===== config.mk =====
export PLATFORM = sky130hd
export DESIGN_NAME = cllb_ctrl
export DESIGN_NICKNAME = d
export VERILOG_FILES = /design/src/design/cell_linked_list_builder_macros.svh /design/src/design/cllb_pkg.sv /design/src/design/cllb_ctrl.sv
export SDC_FILE = /design/constraint.sdc
export NUM_CORES = 1
export LEC_CHECK = 0
export BUFFER_PORTS_ARGS = -buffer_cell sky130_fd_sc_hd__buf_2
export CAP_MARGIN = 20
export CORE_AREA = 2 2 39 41
export CTS_CLUSTER_SIZE = 16
export DETAILED_ROUTE_END_ITERATION = 10
export DIE_AREA = 0 0 41 43
export SLEW_MARGIN = 20
export SYNTH_ARGS = -nofsm -noshare
export SYNTH_HDL_FRONTEND = slang
export SYNTH_SLANG_ARGS = --single-unit

===== constraint.sdc =====
create_clock -name clk -period 3.76 [get_ports clk]
set_input_delay 0.564 -clock clk [delete_from_list [all_inputs] [get_ports clk]]
set_output_delay 0.564 -clock clk [all_outputs]
set_load 0.01 [all_outputs]

===== src/design/cell_linked_list_builder_macros.svh =====
// Assertion macros for the cell linked list builder.
`ifndef CELL_LINKED_LIST_BUILDER_MACROS_SVH
`define CELL_LINKED_LIST_BUILDER_MACROS_SVH

// Same-cycle implication, disabled in reset.
`define CLLB_ASSERT_NOW(label, clk, rst, ante, cons) \
  label: assert property (@(posedge clk) disable iff (rst) (ante) |-> (cons)) \
    else $error("cllb assertion failed");

// Next-cycle implication, disabled in reset.
`define CLLB_ASSERT_NEXT(label, clk, rst, ante, cons) \
  label: assert property (@(posedge clk) disable iff (rst) (ante) |=> (cons)) \
    else $error("cllb assertion failed");

`endif


===== src/design/cllb_pkg.sv =====
// Shared types and constants of the cell linked list builder.
`default_nettype none

package cllb_pkg;

  localparam int CFG_IW = 2;
  localparam int CFG_DW = 32;

  localparam logic [CFG_IW-1:0] REG_CELLS_PER_SIDE = 2'd0;
  localparam logic [CFG_IW-1:0] REG_CELL_SCALE     = 2'd1;
  localparam logic [CFG_IW-1:0] REG_OBJECT_COUNT   = 2'd2;

  typedef struct packed {
    logic clear;
    logic load;
    logic mul;
    logic clamp;
    logic row;
    logic flat;
    logic read;
    logic commit;
  } cmd_t;

  typedef struct packed {
    logic clr_last;
    logic full;
    logic out_busy;
  } sts_t;

endpackage

`default_nettype wire


===== src/design/cllb_ctrl.sv =====
// Sequencing state machine of the cell linked list builder.
`default_nettype none

module cllb_ctrl import cllb_pkg::*; (
  input  wire logic clk,
  input  wire logic rst,
  input  wire logic in_valid,
  output logic      in_ready,
  input  wire sts_t sts,
  output cmd_t      cmd
);

  typedef enum logic [7:0] {
    S_CLEAR = 8'b0000_0001,
    S_IDLE  = 8'b0000_0010,
    S_MUL   = 8'b0000_0100,
    S_CLAMP = 8'b0000_1000,
    S_ROW   = 8'b0001_0000,
    S_CELL  = 8'b0010_0000,
    S_READ  = 8'b0100_0000,
    S_WRITE = 8'b1000_0000
  } state_t;

  state_t state;
  state_t state_next;

  always_ff @(posedge clk) begin
    if (rst) begin
      state <= S_CLEAR;
    end else begin
      state <= state_next;
    end
  end

  assign in_ready = (state == S_IDLE);

  always_comb begin
    state_next = state;
    cmd        = '0;
    case (state)
      S_CLEAR: begin
        cmd.clear = 1'b1;
        if (sts.clr_last) begin
          state_next = S_IDLE;
        end
      end
      S_IDLE: begin
        // drop the word when the particle count is used up
        if (in_valid && !sts.full) begin
          cmd.load   = 1'b1;
          state_next = S_MUL;
        end
      end
      S_MUL: begin
        cmd.mul    = 1'b1;
        state_next = S_CLAMP;
      end
      S_CLAMP: begin
        cmd.clamp  = 1'b1;
        state_next = S_ROW;
      end
      S_ROW: begin
        cmd.row    = 1'b1;
        state_next = S_CELL;
      end
      S_CELL: begin
        cmd.flat   = 1'b1;
        state_next = S_READ;
      end
      S_READ: begin
        cmd.read   = 1'b1;
        state_next = S_WRITE;
      end
      S_WRITE: begin
        if (!sts.out_busy) begin
          cmd.commit = 1'b1;
          state_next = S_IDLE;
        end
      end
      default: begin
        state_next = S_CLEAR;
      end
    endcase
  end

endmodule

`default_nettype wire


==> flow_summary.yaml <==
min_path:
  min_path_type: "input port to register"
timing:
  final_hold_viol_count: 0
  fmax_ghz: 0.475
  setup_viol: 0
  period_share_pct: 55.9
  finalSetupTns_ps: 0
  slew_viol_final: 0
  tightest_slew_ps: 462
  skew_ps: 0.340
  slew_headroom_pct: 69.0
  final.min_clock_period_ps: 2100
  rsz0062_at_grt: "false"
  worst_slack_ps: 1660
routing:
  drcViolationCount: 0
  wl_met1_um: 517
  routed-wl-met3_um: 54
  wl_per_cell_um: 11.8
  routed_via_density: 5.32
  dr.pass1.iters: 4
  wl_met2_um: 517
  antenna_left: 0
  drt_iter0_markers: 5
  vias: 500
  routed.top_layer: "met4"
  totalWireLength_mm: 1.11
place:
  dpl.hpwl_um: 838
  io_buffer_count: 14
  place_congestion: 0.828
  pre_cts_slack_ps: 1950
  dpl_cell_area_um2: 586
logic_synthesis:
  seq_area_frac_synth_pct: 30.5
  syn_inst: 65
  ys_ff_latch: 8
  netlist_area_um2: 524
  synth.avg_cell_area_um2: 8.07
  yosysWarnings: 0
  synth_cell_types: 28
  syn-num-nets: 71
die:
  start_util_pct: 37.9
  dieHeight_um: 43
  core_um2: 1380
  dieArea_um2: 1760
  core.rowCount: 14
  ios: 15
  die_w_um: 41
global_routing:
  grt_usage_pct: 16.2
  grt_pass1_vias: 455
  overflow: 0
  antenna_found_initial: 0
  grt_max_degree: 11
  grt_pass1_wl_mm: 1.90
worst_setup_path:
  crit_path_start_kind: "register"
  worstPathMaxFanout: 8
  cpMaxStageDelayCell: "nor4_4"
  endpoint_kind: "primary output"
  crit_type: "register to primary output"
  critPathBufInv: 1
  crit_family: "simple AND/OR/NAND/NOR gates"
  slowest_delay_ps: 420
  cp.required_ps: 3200
  worstPathCellList: "nor4_4 -> and2b_2 -> and3_1 -> buf_2"
  cp.arrival_ps: 1540
flow_run:
  maxCapViolCount: 0
cells_and_area:
  syn_to_final_growth_pct: 16.0
  largest_reg_flops: 8
  design_area_um2: 608
  fillCellCount: 150
  layout-drive-gt1-share_pct: 29.5
  regMostFlops: "state"
  diodes: 0
  final_util_pct: 43.9
  largestRegisters: "state x8"
  mostFrequentLayoutCells: "14 x buf_2, 10 x nor2_1, 8 x dfxtp_1, 7 x inv_1, 5 x nor2b_1"
  nets: 86
  final_common_cell: "buf_2"
power_and_ir_drop:
  powerDensity_nw_per_um2: 386
  leakagePower_uw: 0.000316
  peakVddDrop_v: 0.000178
clock_tree:
  tritoncts: "built"
  clk-insertion-delay-late_ps: 250
  clockBufferDepth: 2
  clk_pin_slew_ps: 60
  hold_buffers: 0
  cts_buffers: 3
  postCtsResizedCells: 0
  cts_root_buf: "clkbuf_4"
  cts_setup_buffers: 0
  cts_max_level: 1
  clock_sinks: 8
run_status:
  status: "completed"
==> worst paths after layout <==
check	from	cells after the start	end	slack, ps
setup reg to reg	state[7]	4	state[1]	2340
setup / recovery	state[7]	4	cmd[7]	1660
hold reg to reg	state[4]	2	state[5]	600
hold / removal	rst	3	state[0]	600
==> metrics by stage <==
step / cells / total power (µW) / hold slack [ps]
floorplan: 65 / 154 / 543
global placement: 91 / 170 / 580
detailed placement: 91 / 170 / 585
CTS: 94 / 237 / 591
global route: 94 / 251 / 612
finish: 94 / 235 / 597
==> metal layers <==
layer	vias up	GRT usage [%]
met4	0	9.33
met3	4	4.71
li1	252	-
met5	-	0
met2	16	22.2
met1	228	21.8
==> logic make-up after synthesis <==
logic type / Yosys count / share of synthesized area, %
buf+inv: 11 / 10.5
xor+xnor: 2 / 3.34
simple gates: 34 / 42.2
compound gates: 10 / 13.4
flops: 8 / 30.5
==> worst min-delay path, stage by stage <==
cell and delay, ps:
buf_2 90, nor4_1 40, a2bb2oi_1 110
==> cells in the mapped netlist <==
cell type	number	area, µm²
a41o_2	1	11.3
and2b_2	1	8.76
buf_4	1	7.51
and3_1	1	6.26
nand4b_1	1	8.76
dfxtp_1	8	160
nand2b_4	1	13.8
inv_1	7	26.3
nand4b_2	1	15.0
o21ai_0	4	20.0
a21oi_1	1	5.00
nor4_4	1	21.3
nand3_1	3	15.0
a2bb2oi_1	1	8.76
o31ai_1	1	7.51
and2b_1	1	7.51
nor3_2	1	10.0
xor2_1	2	17.5
nand4_1	3	18.8
a32oi_1	1	8.76
nor2b_1	5	31.3
nor4_1	1	6.26
nor2_1	10	37.5
buf_6	1	11.3
nand2b_1	1	6.26
buf_2	2	10.0
o311ai_0	1	8.76
nor3_1	3	15.0
==> power breakdown <==
part           total [µW]  internal [µW]  switching (µW)  leakage (µW)
combinational        62.1           33.0            29.1      0.000238
sequential            106           90.7            15.3     0.0000650
clock                66.5           36.6            29.9     0.0000138
==> cell type report <==
class,count,area (µm²),area share (%)
clock buffer,3,22.5,3.70
timing repair buffer,14,70.1,11.5
inverter,7,26.3,4.32
multi-input combinational,46,309,50.8
tap,16,20.0,3.29
sequential,8,160,26.3
No activity file was read; power rests on OpenSTA's default activity.
